$ cat config.mk
export PLATFORM = sky130hd
export DESIGN_NAME = grid_mine_neighbor_count
export DESIGN_NICKNAME = d
export VERILOG_FILES = /design/src/hdl/gmnc_pkg.sv /design/src/hdl/gmnc_line_store.sv /design/src/hdl/grid_mine_neighbor_count.sv
export VERILOG_INCLUDE_DIRS = /design/src /design/src/hdl
export SDC_FILE = /design/constraint.sdc
export NUM_CORES = 1
export LEC_CHECK = 0
export CAP_MARGIN = 10
export CORE_ASPECT_RATIO = 0.75
export CORE_MARGIN = 5
export CORE_UTILIZATION = 42
export DETAILED_ROUTE_END_ITERATION = 7
export DONT_BUFFER_PORTS = 1
export PLACE_DENSITY_LB_ADDON = 0.12
export SYNTH_ARGS = -nofsm -noshare
export SYNTH_HDL_FRONTEND = slang
export SYNTH_SLANG_ARGS = --single-unit
$ cat constraint.sdc
create_clock -name i_clk -period 9.2 [get_ports i_clk]
set_input_delay 0.46 -clock i_clk [delete_from_list [all_inputs] [get_ports i_clk]]
set_output_delay 0.46 -clock i_clk [all_outputs]
set_load 0.01 [all_outputs]
$ cat src/hdl/grid_mine_neighbor_count_defines.svh
// ---------------------------------------------------------------------------
// grid_mine_neighbor_count assertion macros
// Shared concurrent assertion forms. They sample on i_clk and are disabled
// while i_rst_n is low.
// ---------------------------------------------------------------------------
`ifndef GRID_MINE_NEIGHBOR_COUNT_DEFINES_SVH
`define GRID_MINE_NEIGHBOR_COUNT_DEFINES_SVH

// The consequent must hold in the same cycle as the antecedent.
`define GMNC_ASSERT_NOW(lbl, ante, cons, msg) \
    lbl: assert property (@(posedge i_clk) disable iff (!i_rst_n) (ante) |-> (cons)) \
        else $error(msg);

// The consequent must hold in the cycle after the antecedent.
`define GMNC_ASSERT_NEXT(lbl, ante, cons, msg) \
    lbl: assert property (@(posedge i_clk) disable iff (!i_rst_n) (ante) |=> (cons)) \
        else $error(msg);

`endif

$ cat src/hdl/gmnc_pkg.sv
// ---------------------------------------------------------------------------
// gmnc_pkg
// Types and fixed constants shared by the mine neighbour counter modules.
// ---------------------------------------------------------------------------
package gmnc_pkg;

    // Configuration register widths, indexes and reset values.
    localparam int CFG_ROWS_W = 11;
    localparam int CFG_COLS_W = 6;
    localparam int CFG_IDX_W  = 2;
    localparam logic [CFG_IDX_W-1:0] REG_ROWS_IN_USE = 2'd0;
    localparam logic [CFG_IDX_W-1:0] REG_COLS_IN_USE = 2'd1;
    localparam logic [CFG_ROWS_W-1:0] ROWS_RESET = 11'd1024;
    localparam logic [CFG_COLS_W-1:0] COLS_RESET = 6'd32;

    // Result field widths.
    localparam int OUT_ROW_W   = 10;
    localparam int OUT_COL_W   = 5;
    localparam int OUT_COUNT_W = 4;
    localparam int S_TDATA_W   = 8;
    localparam int M_TDATA_W   = 24;

    // Row slot of the three-row rotating store (row index modulo three).
    typedef logic [1:0] t_slot;
    localparam t_slot SLOT_LAST = 2'd2;

    // One column of the store: one bit per row slot.
    typedef logic [2:0] t_cells;

    typedef struct packed {
        logic  en;
        t_slot slot;
        logic  bit_val;
    } t_store_wr;

    function automatic t_slot slot_next(input t_slot s);
        return (s == SLOT_LAST) ? t_slot'(0) : s + t_slot'(1);
    endfunction

    function automatic t_slot slot_prev(input t_slot s);
        return (s == t_slot'(0)) ? SLOT_LAST : s - t_slot'(1);
    endfunction

endpackage

$ cat src/hdl/gmnc_line_store.sv
// ---------------------------------------------------------------------------
// gmnc_line_store
// Column-organised line store: one entry per grid column, each entry holding
// the cell of that column for the three resident rows. Single write port
// with a per-slot bit enable, two read ports with registered data.
// ---------------------------------------------------------------------------
module gmnc_line_store
    import gmnc_pkg::*;
#(
    parameter int MAX_COLS = 32
) (
    input  logic                                           i_clk,
    input  t_store_wr                                      i_wr,
    input  logic [((MAX_COLS > 1) ? $clog2(MAX_COLS) : 1)-1:0] i_wr_addr,
    input  logic                                           i_rd_en,
    input  logic [((MAX_COLS > 1) ? $clog2(MAX_COLS) : 1)-1:0] i_rd_addr_a,
    input  logic [((MAX_COLS > 1) ? $clog2(MAX_COLS) : 1)-1:0] i_rd_addr_b,
    output t_cells                                         o_rd_data_a,
    output t_cells                                         o_rd_data_b
);

    t_cells r_mem [MAX_COLS];
    t_cells r_rd_a;
    t_cells r_rd_b;

    always_ff @(posedge i_clk) begin
        if (i_wr.en) begin
            r_mem[i_wr_addr][i_wr.slot] <= i_wr.bit_val;
        end
    end

    always_ff @(posedge i_clk) begin
        if (i_rd_en) begin
            r_rd_a <= r_mem[i_rd_addr_a];
            r_rd_b <= r_mem[i_rd_addr_b];
        end
    end

    assign o_rd_data_a = r_rd_a;
    assign o_rd_data_b = r_rd_b;

endmodule

$ cat src/hdl/grid_mine_neighbor_count.sv
// ---------------------------------------------------------------------------
// grid_mine_neighbor_count
// Streaming minesweeper neighbour counter. Cells arrive in raster order and
// each cell is reported once its lower-right neighbour has arrived, with the
// mine flag and, for an empty cell, the number of neighbouring mines.
// ---------------------------------------------------------------------------
// Channel  Dir  Handshake                  Payload
// s        in   i_s_tvalid / o_s_tready     i_s_tdata: cell_is_mine
// m        out  o_m_tvalid / i_m_tready     o_m_tdata, o_m_tuser, o_m_tlast
// cfg      in   i_cfg_valid / o_cfg_ready   i_cfg_index, i_cfg_data
//
// An input transaction is taken in the idle state; every result it releases
// then passes two line store read states (left and centre columns, then the
// right column) and one state to count and load the output register. A
// typical cell gives one result, a row end two and the last cell of a frame
// up to four; a cell that releases nothing leaves the block idle. A full
// output register stalls the count state. The line store needs no clearing
// pass after reset: a cell is only read after it was written in the current
// frame. A write to the row or column count register restarts the frame.
// ---------------------------------------------------------------------------
`include "grid_mine_neighbor_count_defines.svh"

module grid_mine_neighbor_count
    import gmnc_pkg::*;
#(
    parameter int MAX_COLS = 32,
    parameter int MAX_ROWS = 1024
) (
    input  logic                  i_clk,
    input  logic                  i_rst_n,
    // Input cells
    input  logic                  i_s_tvalid,
    output logic                  o_s_tready,
    input  logic [S_TDATA_W-1:0]  i_s_tdata,    // [0] cell_is_mine, [7:1] zero
    // Results
    output logic                  o_m_tvalid,
    input  logic                  i_m_tready,
    output logic [M_TDATA_W-1:0]  o_m_tdata,    // [9:0] out_row, [14:10] out_col,
                                                // [18:15] mine_count, [23:19] zero
    output logic                  o_m_tuser,    // [0] out_is_mine
    output logic                  o_m_tlast,    // run_last
    // Configuration writes
    input  logic                  i_cfg_valid,
    output logic                  o_cfg_ready,
    input  logic [CFG_IDX_W-1:0]  i_cfg_index,
    input  logic [CFG_ROWS_W-1:0] i_cfg_data
);

    localparam int ROW_W   = CFG_ROWS_W;
    localparam int COL_W   = CFG_COLS_W;
    localparam int AW      = (MAX_COLS > 1) ? $clog2(MAX_COLS) : 1;
    localparam int MAX_RES = MAX_COLS + 1;
    localparam int K_W     = $clog2(MAX_COLS + 2);

    typedef enum logic [3:0] {
        ST_IDLE = 4'b0001,
        ST_RD0  = 4'b0010,
        ST_RD1  = 4'b0100,
        ST_CALC = 4'b1000
    } t_state;

    t_state             r_state, n_state;
    logic [ROW_W-1:0]   r_rows_cfg, n_rows_cfg;
    logic [COL_W-1:0]   r_cols_cfg, n_cols_cfg;
    logic [ROW_W-1:0]   r_in_row, n_in_row;
    logic [COL_W-1:0]   r_in_col, n_in_col;
    t_slot              r_in_slot, n_in_slot;
    logic [ROW_W-1:0]   r_em_row, n_em_row;
    logic [COL_W-1:0]   r_em_col, n_em_col;
    t_slot              r_em_slot, n_em_slot;
    logic               r_final, n_final;
    logic [K_W-1:0]     r_k, n_k;
    logic               r_out_valid, n_out_valid;

    // Payload registers
    logic [ROW_W-1:0]   r_arr_row;
    logic [COL_W-1:0]   r_arr_col;
    t_cells             r_win_l;
    t_cells             r_win_c;
    logic [OUT_ROW_W-1:0]   r_out_row;
    logic [OUT_COL_W-1:0]   r_out_col;
    logic                   r_out_mine;
    logic [OUT_COUNT_W-1:0] r_out_count;
    logic                   r_out_last;

    logic               in_acc;
    logic               cfg_acc;
    logic [ROW_W-1:0]   nr;
    logic [COL_W-1:0]   nc;
    logic               in_final;
    logic               start_ok;
    logic               emit_now;
    logic               next_ok;
    logic [ROW_W-1:0]   step_row;
    logic [COL_W-1:0]   step_col;
    t_slot              step_slot;
    logic [COL_W:0]     ec_ext;
    logic [COL_W:0]     left_col;
    logic [COL_W:0]     right_col;
    t_slot              s_up;
    t_slot              s_dn;
    logic               up_ok, dn_ok, lf_ok, rt_ok;
    logic [7:0]         nb;
    logic [OUT_COUNT_W-1:0] nb_sum;
    logic               cell_mine;

    t_store_wr          wr;
    logic [AW-1:0]      wr_addr;
    logic               rd_en;
    logic [AW-1:0]      rd_addr_a;
    logic [AW-1:0]      rd_addr_b;
    t_cells             rd_data_a;
    t_cells             rd_data_b;

    // Column to store address; columns beyond the store only feed masked taps.
    function automatic logic [AW-1:0] col_addr(input logic [COL_W:0] c);
        return (c < (COL_W+1)'(MAX_COLS)) ? c[AW-1:0] : '0;
    endfunction

    // True when cell (er, ec) may be reported given the last arrived cell.
    function automatic logic emit_ok(
        input logic [ROW_W-1:0] er,
        input logic [COL_W-1:0] ec,
        input logic [K_W-1:0]   k,
        input logic [ROW_W-1:0] ar,
        input logic [COL_W-1:0] ac,
        input logic [ROW_W-1:0] rows,
        input logic [COL_W-1:0] cols
    );
        logic [ROW_W:0] lr;
        logic [COL_W:0] lc;
        lr = (({1'b0, er} + (ROW_W+1)'(1)) < {1'b0, rows}) ?
             ({1'b0, er} + (ROW_W+1)'(1)) : ({1'b0, rows} - (ROW_W+1)'(1));
        lc = (({1'b0, ec} + (COL_W+1)'(1)) < {1'b0, cols}) ?
             ({1'b0, ec} + (COL_W+1)'(1)) : ({1'b0, cols} - (COL_W+1)'(1));
        return (er < rows) && (k < K_W'(MAX_RES)) &&
               ((lr < {1'b0, ar}) || ((lr == {1'b0, ar}) && (lc <= {1'b0, ac})));
    endfunction

    // Effective frame size: zero acts as one, oversize saturates.
    always_comb begin
        if (r_rows_cfg == '0) begin
            nr = ROW_W'(1);
        end else if (32'(r_rows_cfg) > MAX_ROWS) begin
            nr = ROW_W'(MAX_ROWS);
        end else begin
            nr = r_rows_cfg;
        end
        if (r_cols_cfg == '0) begin
            nc = COL_W'(1);
        end else if (32'(r_cols_cfg) > MAX_COLS) begin
            nc = COL_W'(MAX_COLS);
        end else begin
            nc = r_cols_cfg;
        end
    end

    assign o_cfg_ready = (r_state == ST_IDLE);
    assign o_s_tready  = (r_state == ST_IDLE) && !i_cfg_valid;
    assign cfg_acc     = i_cfg_valid && o_cfg_ready;
    assign in_acc      = i_s_tvalid && o_s_tready;

    assign in_final = (r_in_row == nr - ROW_W'(1)) && (r_in_col == nc - COL_W'(1));
    assign start_ok = emit_ok(r_em_row, r_em_col, '0, r_in_row, r_in_col, nr, nc);

    // Neighbourhood of the cell being reported.
    assign ec_ext    = {1'b0, r_em_col};
    assign left_col  = (r_em_col == '0) ? '0 : ec_ext - (COL_W+1)'(1);
    assign right_col = ec_ext + (COL_W+1)'(1);
    assign s_up      = slot_prev(r_em_slot);
    assign s_dn      = slot_next(r_em_slot);
    assign up_ok     = (r_em_row != '0);
    assign dn_ok     = (({1'b0, r_em_row} + (ROW_W+1)'(1)) < {1'b0, nr});
    assign lf_ok     = (r_em_col != '0);
    assign rt_ok     = (right_col < {1'b0, nc});

    always_comb begin
        nb[0] = r_win_l[s_up] & up_ok & lf_ok;
        nb[1] = r_win_c[s_up] & up_ok;
        nb[2] = rd_data_a[s_up] & up_ok & rt_ok;
        nb[3] = r_win_l[r_em_slot] & lf_ok;
        nb[4] = rd_data_a[r_em_slot] & rt_ok;
        nb[5] = r_win_l[s_dn] & dn_ok & lf_ok;
        nb[6] = r_win_c[s_dn] & dn_ok;
        nb[7] = rd_data_a[s_dn] & dn_ok & rt_ok;
        nb_sum = '0;
        for (int i = 0; i < 8; i++) begin
            nb_sum = nb_sum + OUT_COUNT_W'(nb[i]);
        end
    end

    assign cell_mine = r_win_c[r_em_slot];

    // Raster step of the report position after this cell.
    always_comb begin
        if (!rt_ok) begin
            step_col  = '0;
            step_row  = r_em_row + ROW_W'(1);
            step_slot = s_dn;
        end else begin
            step_col  = r_em_col + COL_W'(1);
            step_row  = r_em_row;
            step_slot = r_em_slot;
        end
    end

    assign emit_now = (r_state == ST_CALC) && (!r_out_valid || i_m_tready);
    assign next_ok  = emit_ok(step_row, step_col, r_k + K_W'(1), r_arr_row, r_arr_col,
                              nr, nc);

    // Line store access. Reads only run in the read states, after the write
    // of the arrived cell has landed, so no forwarding path is needed.
    always_comb begin
        wr.en      = in_acc;
        wr.slot    = r_in_slot;
        wr.bit_val = i_s_tdata[0];
        wr_addr    = col_addr({1'b0, r_in_col});
        rd_en      = (r_state == ST_RD0) || (r_state == ST_RD1);
        rd_addr_a  = (r_state == ST_RD0) ? col_addr(left_col) : col_addr(right_col);
        rd_addr_b  = col_addr(ec_ext);
    end

    gmnc_line_store #(
        .MAX_COLS (MAX_COLS)
    ) u_line_store (
        .i_clk       (i_clk),
        .i_wr        (wr),
        .i_wr_addr   (wr_addr),
        .i_rd_en     (rd_en),
        .i_rd_addr_a (rd_addr_a),
        .i_rd_addr_b (rd_addr_b),
        .o_rd_data_a (rd_data_a),
        .o_rd_data_b (rd_data_b)
    );

    always_comb begin
        n_state     = r_state;
        n_rows_cfg  = r_rows_cfg;
        n_cols_cfg  = r_cols_cfg;
        n_in_row    = r_in_row;
        n_in_col    = r_in_col;
        n_in_slot   = r_in_slot;
        n_em_row    = r_em_row;
        n_em_col    = r_em_col;
        n_em_slot   = r_em_slot;
        n_final     = r_final;
        n_k         = r_k;
        n_out_valid = r_out_valid;

        if (i_m_tready) begin
            n_out_valid = 1'b0;
        end

        case (r_state)
            ST_IDLE: begin
                if (cfg_acc) begin
                    if (i_cfg_index == REG_ROWS_IN_USE) begin
                        n_rows_cfg = i_cfg_data;
                    end
                    if (i_cfg_index == REG_COLS_IN_USE) begin
                        n_cols_cfg = i_cfg_data[COL_W-1:0];
                    end
                    if (i_cfg_index inside {REG_ROWS_IN_USE, REG_COLS_IN_USE}) begin
                        n_in_row  = '0;
                        n_in_col  = '0;
                        n_in_slot = '0;
                        n_em_row  = '0;
                        n_em_col  = '0;
                        n_em_slot = '0;
                        n_final   = 1'b0;
                    end
                end else if (in_acc) begin
                    n_final = in_final;
                    n_k     = '0;
                    if (in_final) begin
                        n_in_row  = '0;
                        n_in_col  = '0;
                        n_in_slot = '0;
                    end else if (({1'b0, r_in_col} + (COL_W+1)'(1)) >= {1'b0, nc}) begin
                        n_in_col  = '0;
                        n_in_row  = r_in_row + ROW_W'(1);
                        n_in_slot = slot_next(r_in_slot);
                    end else begin
                        n_in_col = r_in_col + COL_W'(1);
                    end
                    if (start_ok) begin
                        n_state = ST_RD0;
                    end else if (in_final) begin
                        n_em_row  = '0;
                        n_em_col  = '0;
                        n_em_slot = '0;
                    end
                end
            end
            ST_RD0: begin
                n_state = ST_RD1;
            end
            ST_RD1: begin
                n_state = ST_CALC;
            end
            ST_CALC: begin
                if (emit_now) begin
                    n_out_valid = 1'b1;
                    n_k         = r_k + K_W'(1);
                    n_em_row    = step_row;
                    n_em_col    = step_col;
                    n_em_slot   = step_slot;
                    if (next_ok) begin
                        n_state = ST_RD0;
                    end else begin
                        n_state = ST_IDLE;
                        // The last cell of a frame has flushed all it may.
                        if (r_final) begin
                            n_em_row  = '0;
                            n_em_col  = '0;
                            n_em_slot = '0;
                        end
                    end
                end
            end
            default: begin
                n_state = ST_IDLE;
            end
        endcase
    end

    always_ff @(posedge i_clk) begin
        if (!i_rst_n) begin
            r_state     <= ST_IDLE;
            r_rows_cfg  <= ROWS_RESET;
            r_cols_cfg  <= COLS_RESET;
            r_in_row    <= '0;
            r_in_col    <= '0;
            r_in_slot   <= '0;
            r_em_row    <= '0;
            r_em_col    <= '0;
            r_em_slot   <= '0;
            r_final     <= 1'b0;
            r_k         <= '0;
            r_out_valid <= 1'b0;
        end else begin
            r_state     <= n_state;
            r_rows_cfg  <= n_rows_cfg;
            r_cols_cfg  <= n_cols_cfg;
            r_in_row    <= n_in_row;
            r_in_col    <= n_in_col;
            r_in_slot   <= n_in_slot;
            r_em_row    <= n_em_row;
            r_em_col    <= n_em_col;
            r_em_slot   <= n_em_slot;
            r_final     <= n_final;
            r_k         <= n_k;
            r_out_valid <= n_out_valid;
        end
    end

    always_ff @(posedge i_clk) begin
        if (in_acc) begin
            r_arr_row <= r_in_row;
            r_arr_col <= r_in_col;
        end
        if (r_state == ST_RD1) begin
            r_win_l <= (r_em_col == '0) ? t_cells'(0) : rd_data_a;
            r_win_c <= rd_data_b;
        end
        if (emit_now) begin
            r_out_row   <= r_em_row[OUT_ROW_W-1:0];
            r_out_col   <= r_em_col[OUT_COL_W-1:0];
            r_out_mine  <= cell_mine;
            r_out_count <= cell_mine ? '0 : nb_sum;
            r_out_last  <= !next_ok;
        end
    end

    assign o_m_tvalid = r_out_valid;
    assign o_m_tdata  = {5'b0, r_out_count, r_out_col, r_out_row};
    assign o_m_tuser  = r_out_mine;
    assign o_m_tlast  = r_out_last;

    `GMNC_ASSERT_NOW(a_no_rd_on_wr, wr.en, !rd_en, "line store read collides with write")
    `GMNC_ASSERT_NEXT(a_acc_to_rd, in_acc, (r_state == ST_IDLE || r_state == ST_RD0),
        "accepted cell did not start reporting or return to idle")
    `GMNC_ASSERT_NOW(a_em_in_frame, (r_state != ST_IDLE),
        (r_em_row < nr && r_em_col < nc), "report position outside the frame")
    `GMNC_ASSERT_NOW(a_k_cap, 1'b1, (r_k <= K_W'(MAX_RES)), "results per cell above cap")

endmodule
After elaboration in Yosys (flattened, before gate mapping):

Memories as Yosys holds them, arrays and structs flattened. A register that Yosys moved wholly into a read port is not among the register bits.
Index checks and enable logic that the tools add are counted.

* register bits: 111
* bits in latches: 0
* memory bits (writable): 96
* memory bits (read-only): 0
* input bits: 26
* output and inout bits: 29
* logic and storage cells: 235
* memories kept: 1

* add/sub/neg operators: 25
* multipliers: 0
* divide/modulo/power cells: 0
* $lt $le $gt $ge: 23
* equal/unequal tests: 20
* shift operators: 0
* muxes and demuxes: 97
* bitwise operators: 12
* reductions and logical operators: 36

Memory list
* u_line_store.r_mem: words 32, width 3, read ports 2, clocked after Yosys merged registers in 2, write ports 1, RTL line gmnc_line_store.sv:22 `t_cells r_mem [MAX_COLS];`

Operators with widths (count)
* 11-bit two-way mux: 15
* 6-bit two-way mux: 18
* 12-bit by 11-bit < comparator with 1-bit output: 4
* 2-bit two-way mux: 17
* 5-bit two-way mux: 5
* 11-bit by 1-bit adder with 12-bit output, second input constant: 2
* 12-bit by 11-bit == test with 1-bit output: 2
* 12-bit two-way mux: 2
* 6-bit case mux with 2 select lines: 2
* 11-bit by 1-bit adder with 11-bit output, second input constant: 2
* 11-bit < comparator: 2
* 11-bit case mux with 2 select lines: 1
* 6-bit by 1-bit adder with 7-bit output, second input constant: 3
* 7-bit two-way mux: 3
* 6-bit by 1-bit adder with 6-bit output, second input constant: 3
* 1-bit binary-select mux with 2-bit select: 9
* 6-bit < comparator, second input constant: 3
* 1-bit two-way mux: 17
* 4-bit by 1-bit adder with 4-bit output: 4
* 4-bit two-way mux: 4
* 4-bit case mux with 4 select lines: 1
* 7-bit by 6-bit less-or-equal comparator with 1-bit output: 2
* 7-bit by 6-bit < comparator with 1-bit output: 2
* 7-bit by 6-bit < comparator with 1-bit output, second input constant: 2
* 44 further kinds: 88

Longest topological paths before layout:

* depth after elaboration: 15
* depth in mapped cells: 37
* gate-level depth less buffers: 34

By module:

From an unflattened synthesis, not the netlist that was laid out.

* cell total of the unflattened synthesis: 1419
* area total of the unflattened synthesis: 14238.7 µm²

By module, submodules not included
* grid_mine_neighbor_count: instances 1, cells an instance 1081, area each 9036.2 µm², sequential area each 2662.6 µm²
* gmnc_line_store: instances 1, cells an instance 338, area each 5202.5 µm², sequential area each 3062.9 µm²

Least setup slack after synthesis:

OpenSTA, ideal clock, no wires.

* kind: register to register
* start point: register r_em_col[1]
* end point: register r_em_row[2]
* arrival: 6.791 ns
* data required time: 9.130 ns
* setup slack: 2.339 ns
* cell stages (with the launch flop): 36
* path buffers: 3
* clock period less this slack: 6.861 ns
* cells stage by stage: dfxtp_1 > and3_1 > nand3_1 > xnor2_1 > ha_1 > a21oi_1 > nand2_1 > a31oi_1 > nand2_1 > clkbuf_1 > o21ai_0 > ha_1 > nand4_1 > nor2_1 > xor2_1 > ha_1 > a21o_1 > a21oi_1 > nor2b_1 > o21ai_0 > nand2b_1 > a21oi_1 > o311ai_1 > buf_2 > mux2_1 > ha_1 > and2_1 > nand3_1 > nor2_1 > nand4_1 > nor3_1 > a311oi_1 > o31ai_1 > clkbuf_1 > nand4_1 > a21oi_1

* longest elaborated chain between the ends: 13
* elaborated cells between the ends (all ways): 30
* those cells by class: 4 x add/sub; 7 x order compare; 2 x eq/ne; 9 x mux; 8 x reduce/logical

RTL lines
* from (decl): RTL line grid_mine_neighbor_count.sv:69 `logic [COL_W-1:0] r_em_col, n_em_col;`
* from (signal assigned): RTL line grid_mine_neighbor_count.sv:349 `r_em_col <= n_em_col;`
* parallel branches: the longest is 13 deep, another holds 11-bit by 1-bit adder with 12-bit output
* to (signal assigned): RTL line grid_mine_neighbor_count.sv:348 `r_em_row <= n_em_row;`
* to (decl): RTL line grid_mine_neighbor_count.sv:68 `logic [ROW_W-1:0] r_em_row, n_em_row;`

Several ways; the timed one is not identified. The select of a mux whose other input is x is not followed.
A chain may end at the register's enable or synchronous reset.

Worst setup path after layout:

* start point: register r_em_col[0]
* end point: register r_em_slot[0]

* longest elaborated chain between the ends: 13
* elaborated cells between the ends (all ways): 31
* those cells by class: 4 x add/sub; 7 x order compare; 2 x eq/ne; 10 x mux; 8 x reduce/logical

RTL lines
* parallel branches: the longest is 13 deep, another holds 11-bit by 1-bit adder with 12-bit output
* to (signal assigned): RTL line grid_mine_neighbor_count.sv:350 `r_em_slot <= n_em_slot;`
* to (decl): RTL line grid_mine_neighbor_count.sv:70 `t_slot r_em_slot, n_em_slot;`

Several ways; the timed one is not identified. The select of a mux whose other input is x is not followed.

==> key figures <==
Drt
  • Detailed Route WL: roughly 41,000 um
  • Drt pass-1 iters: 5
  • Post-route DRC violation count: 0
  • Post-route ant nets: 0
  • Wire per inst: ~21 um
  • Total vias in the final route: approximately 12k
  • Vias per std cell: between 5 and 6
  • 1st-iter DRT viols: roughly 1.1k

Logic synthesis
  • Multiplexer share of the synthesized area: 9.28%
  • Simple-Gate Fraction of Synth Area: between 10% and 20%
  • Synthesized area: between 10,000 and 15,000 um2
  • Main combinational cell family by area after synthesis: simple AND/OR/NAND/NOR gates
  • Number of synthesized flops with an enable pin: about 150
  • Cells after Synth: roughly 1.5k
  • Netlist cell types: 85
  • Seq cells post-synth: between 200 and 250
  • Syn Area/Cell: approximately 9.4 um2
  • Synth top area share: a little under a third
  • Synth Area in Adders: under 10%
  • Largest area contributor in the netlist: edfxtp_1
  • Synth Warn #: 0
  • Post-Synth XOR/XNOR Area: around 3.7%
  • Seq/Total Area, Yosys: between 30 and 40%
  • Dominant synthesized flop cell: edfxtp_1
  • Synth top area cells: edfxtp_1 30%, dfxtp_1 9.3%, ha_1 9.3%, nor2_1 5.2%, mux4_2 4.7%
  • Async S/R FF share, synth: 0%
  • Synth Area in Compound Gates: between 10% and 20%

Layout
  • Post-Layout Cell Count: 1,967
  • Commonest non-fill, non-tap cell in the layout: nor2_1
  • Design area: ~16,000 um2
  • Layout cells sized above 1: roughly 7.7%
  • Area delta synth->final: 8.02%
  • Final #Nets: around 1.6k
  • Diodes inserted: 0
  • Most frequent cells in the layout: 197 x nor2_1, 163 x nand2_1, 146 x edfxtp_1
  • Core Util, Final: around 46%

Clocking
  • Clk root buf: clkbuf_16
  • Sink Count: roughly 210
  • CTS tree: yes
  • # H-tree levels: 1
  • CTS resizes: 0
  • TritonCTS Buffers: 23
  • Clk slew on worst S/H paths: 0.07 ns
  • Clock Path Buffers: 3
  • Worst skew pair latency: 0.53 ns

STA
  • Final hold violations: 0
  • Max_slew headroom: 21.5%
  • Endpoints failing setup: 0
  • Setup TNS: 0 ns
  • Max Freq: 123 MHz
  • Clock skew: about 0.015 ns
  • Max-slew violations: 0
  • Fin Hold WS: 0.0339 ns
  • Worst Max-Slew Pin Slew: roughly 1.2 ns
  • Period minus WS final: between 8 and 9 ns
  • RSZ-0062 raised after global routing: no
  • Final Cycle Share: about nine tenths

Hold path
  • Hold Path Class: in2reg
  • Hold Path Stages: 0
  • WHS Endpoint: u_line_store.r_mem[12][0]
  • Start point of the worst hold path: i_s_tdata[0]

Critical path
  • Slowest cell on crit path: dfxtp_1
  • Setup Crit Path Kind: reg2reg
  • Critical R2R Capture: r_em_slot[0]
  • CP endpoint kind: register
  • Data arrival time of the critical path: ~8.6 ns
  • Worst EP required: 9.62 ns
  • Max stage delay on crit path: 0.55 ns
  • Crit-path leading delay family: compound AO/OA/AOI/OAI gates
  • FF-to-FF Start: r_em_col[0]
  • CP Max Fanout: 23
  • CP Launch Type: register
  • Crit path buf inv count: 3
  • Worst r2r path cells: 36
  • Register-to-Register Setup Slack: ~1.1 ns

GRT
  • First-pass GRT wire length: between 60,000 and 70,000 um
  • Gr usage total: a little over a fifth
  • Vias in the first global route: roughly 11k
  • GRT overflow: 0
  • Antenna violations before repair: 1
  • Pin count of the biggest net entering global routing: between 90 and 100

Die
  • Die height: 170 um
  • # IOs: 55
  • Core footprint: about 34,000 um2
  • Die area: between 30,000 and 40,000 um2
  • DIE WIDTH: 224 um
  • Site Rows: between 50 and 60
  • Initial core utilization: between 40 and 50%

Power and ir drop
  • Worst vdd ir: 0.114 mV
  • PwrDens: approximately 160 nW/um2
  • Pleak: roughly 5.5 nW

Job
  • Max Cap Viol: 0

Place
  • Number of port buffers: 0
  • Post-DP HPWL: just over 30,000 um
  • Inst Count DP: 1,923
  • GPL Wtd Cong: roughly 0.89
  • DP Area: 14,800 um2

Run status
  • Status: completed
==> flip-flops by register name, summed over array words and instances, names as in the netlist, 3 cells and up <==
register                  cells
r_win_l                       3
r_cols_cfg                    6
u_line_store.o_rd_data_a      3
r_win_c                       3
r_out_count                   4
r_arr_col                     6
r_in_row                     11
r_state                       4
u_line_store.r_mem           96
r_rows_cfg                   11
r_out_row                    10
r_in_col                      6
r_arr_row                    11
u_line_store.o_rd_data_b      3
r_em_col                      6
r_em_row                     11
r_out_col                     5
r_k                           6
==> power breakdown <==
group / internal, mW / switching (mW)
clock network: 0.508 / 0.388
registers: 1.05 / 0.0375
logic: 0.155 / 0.293
total: 1.71 / 0.718
==> final cells by class <==
cell class | count | area (um2)
clock inverter | 11 | 92.6
fill | 3247 | 18100
timing repair buffer | 22 | 168
inverter | 79 | 297
sequential | 213 | 5730
tap | 450 | 563
multi-input combinational | 1161 | 8080
clock buffer | 31 | 626
==> metal layers <==
metal	part of all wire, %	vias to the layer above	GRT usage [%]
met5	0	-	0
met4	1.3	0	3.27
met3	6.9	37	3.45
met2	38	365	28.7
met1	53	5655	36.0
li1	-	5571	-
==> worst max-delay path by stage <==
stage	endpoint	cells after the start	startpoint	slack (ns)
after detailed placement	r_em_row[0]	36	r_em_col[0]	1.23
after floorplan	r_em_row[2]	35	r_em_col[1]	2.34
after global placement	r_em_row[0]	36	r_em_col[0]	1.33
after global routing	r_em_slot[0]	33	r_em_col[0]	0.35
after CTS	r_em_row[0]	36	r_em_col[0]	1.15
final	r_em_slot[0]	36	r_em_col[0]	1.05
==> stage by stage <==
step	setup slack [ns]	power (mW)
after floorplan	2.34	1.41
after global placement	1.33	1.54
after detailed placement	1.23	1.55
after CTS	1.15	2.44
final	1.05	2.43
after global routing	0.353	2.54
==> logic make-up (layout without fill, tap and decap cells) <==
group	count (synthesis)	in the layout
fa+ha+maj	111	111
compound gates	317	317
other cells	1	5
flops	213	213
mux	95	95
simple gates	576	576
xor+xnor	57	57
buf+inv	162	143
==> synth_stat cells (all sizes together) (38+ instances only) <==
master	n
dfxtp	67
clkbuf	68
o21ai	71
nand3	44
inv	76
nor2	198
mux2i	57
xnor2	38
a21oi	97
edfxtp	146
ha	107
nand2	163
==> timing repair <==
| item | in CTS | in global routing |
|---|---|---|
| hold buffers | 1 | 0 |
| setup endpoints to repair | 0 | 0 |
| hold endpoints to repair | 1 | 0 |
| buffers inserted | 0 | 0 |
Power figures use the tool's default switching activity.
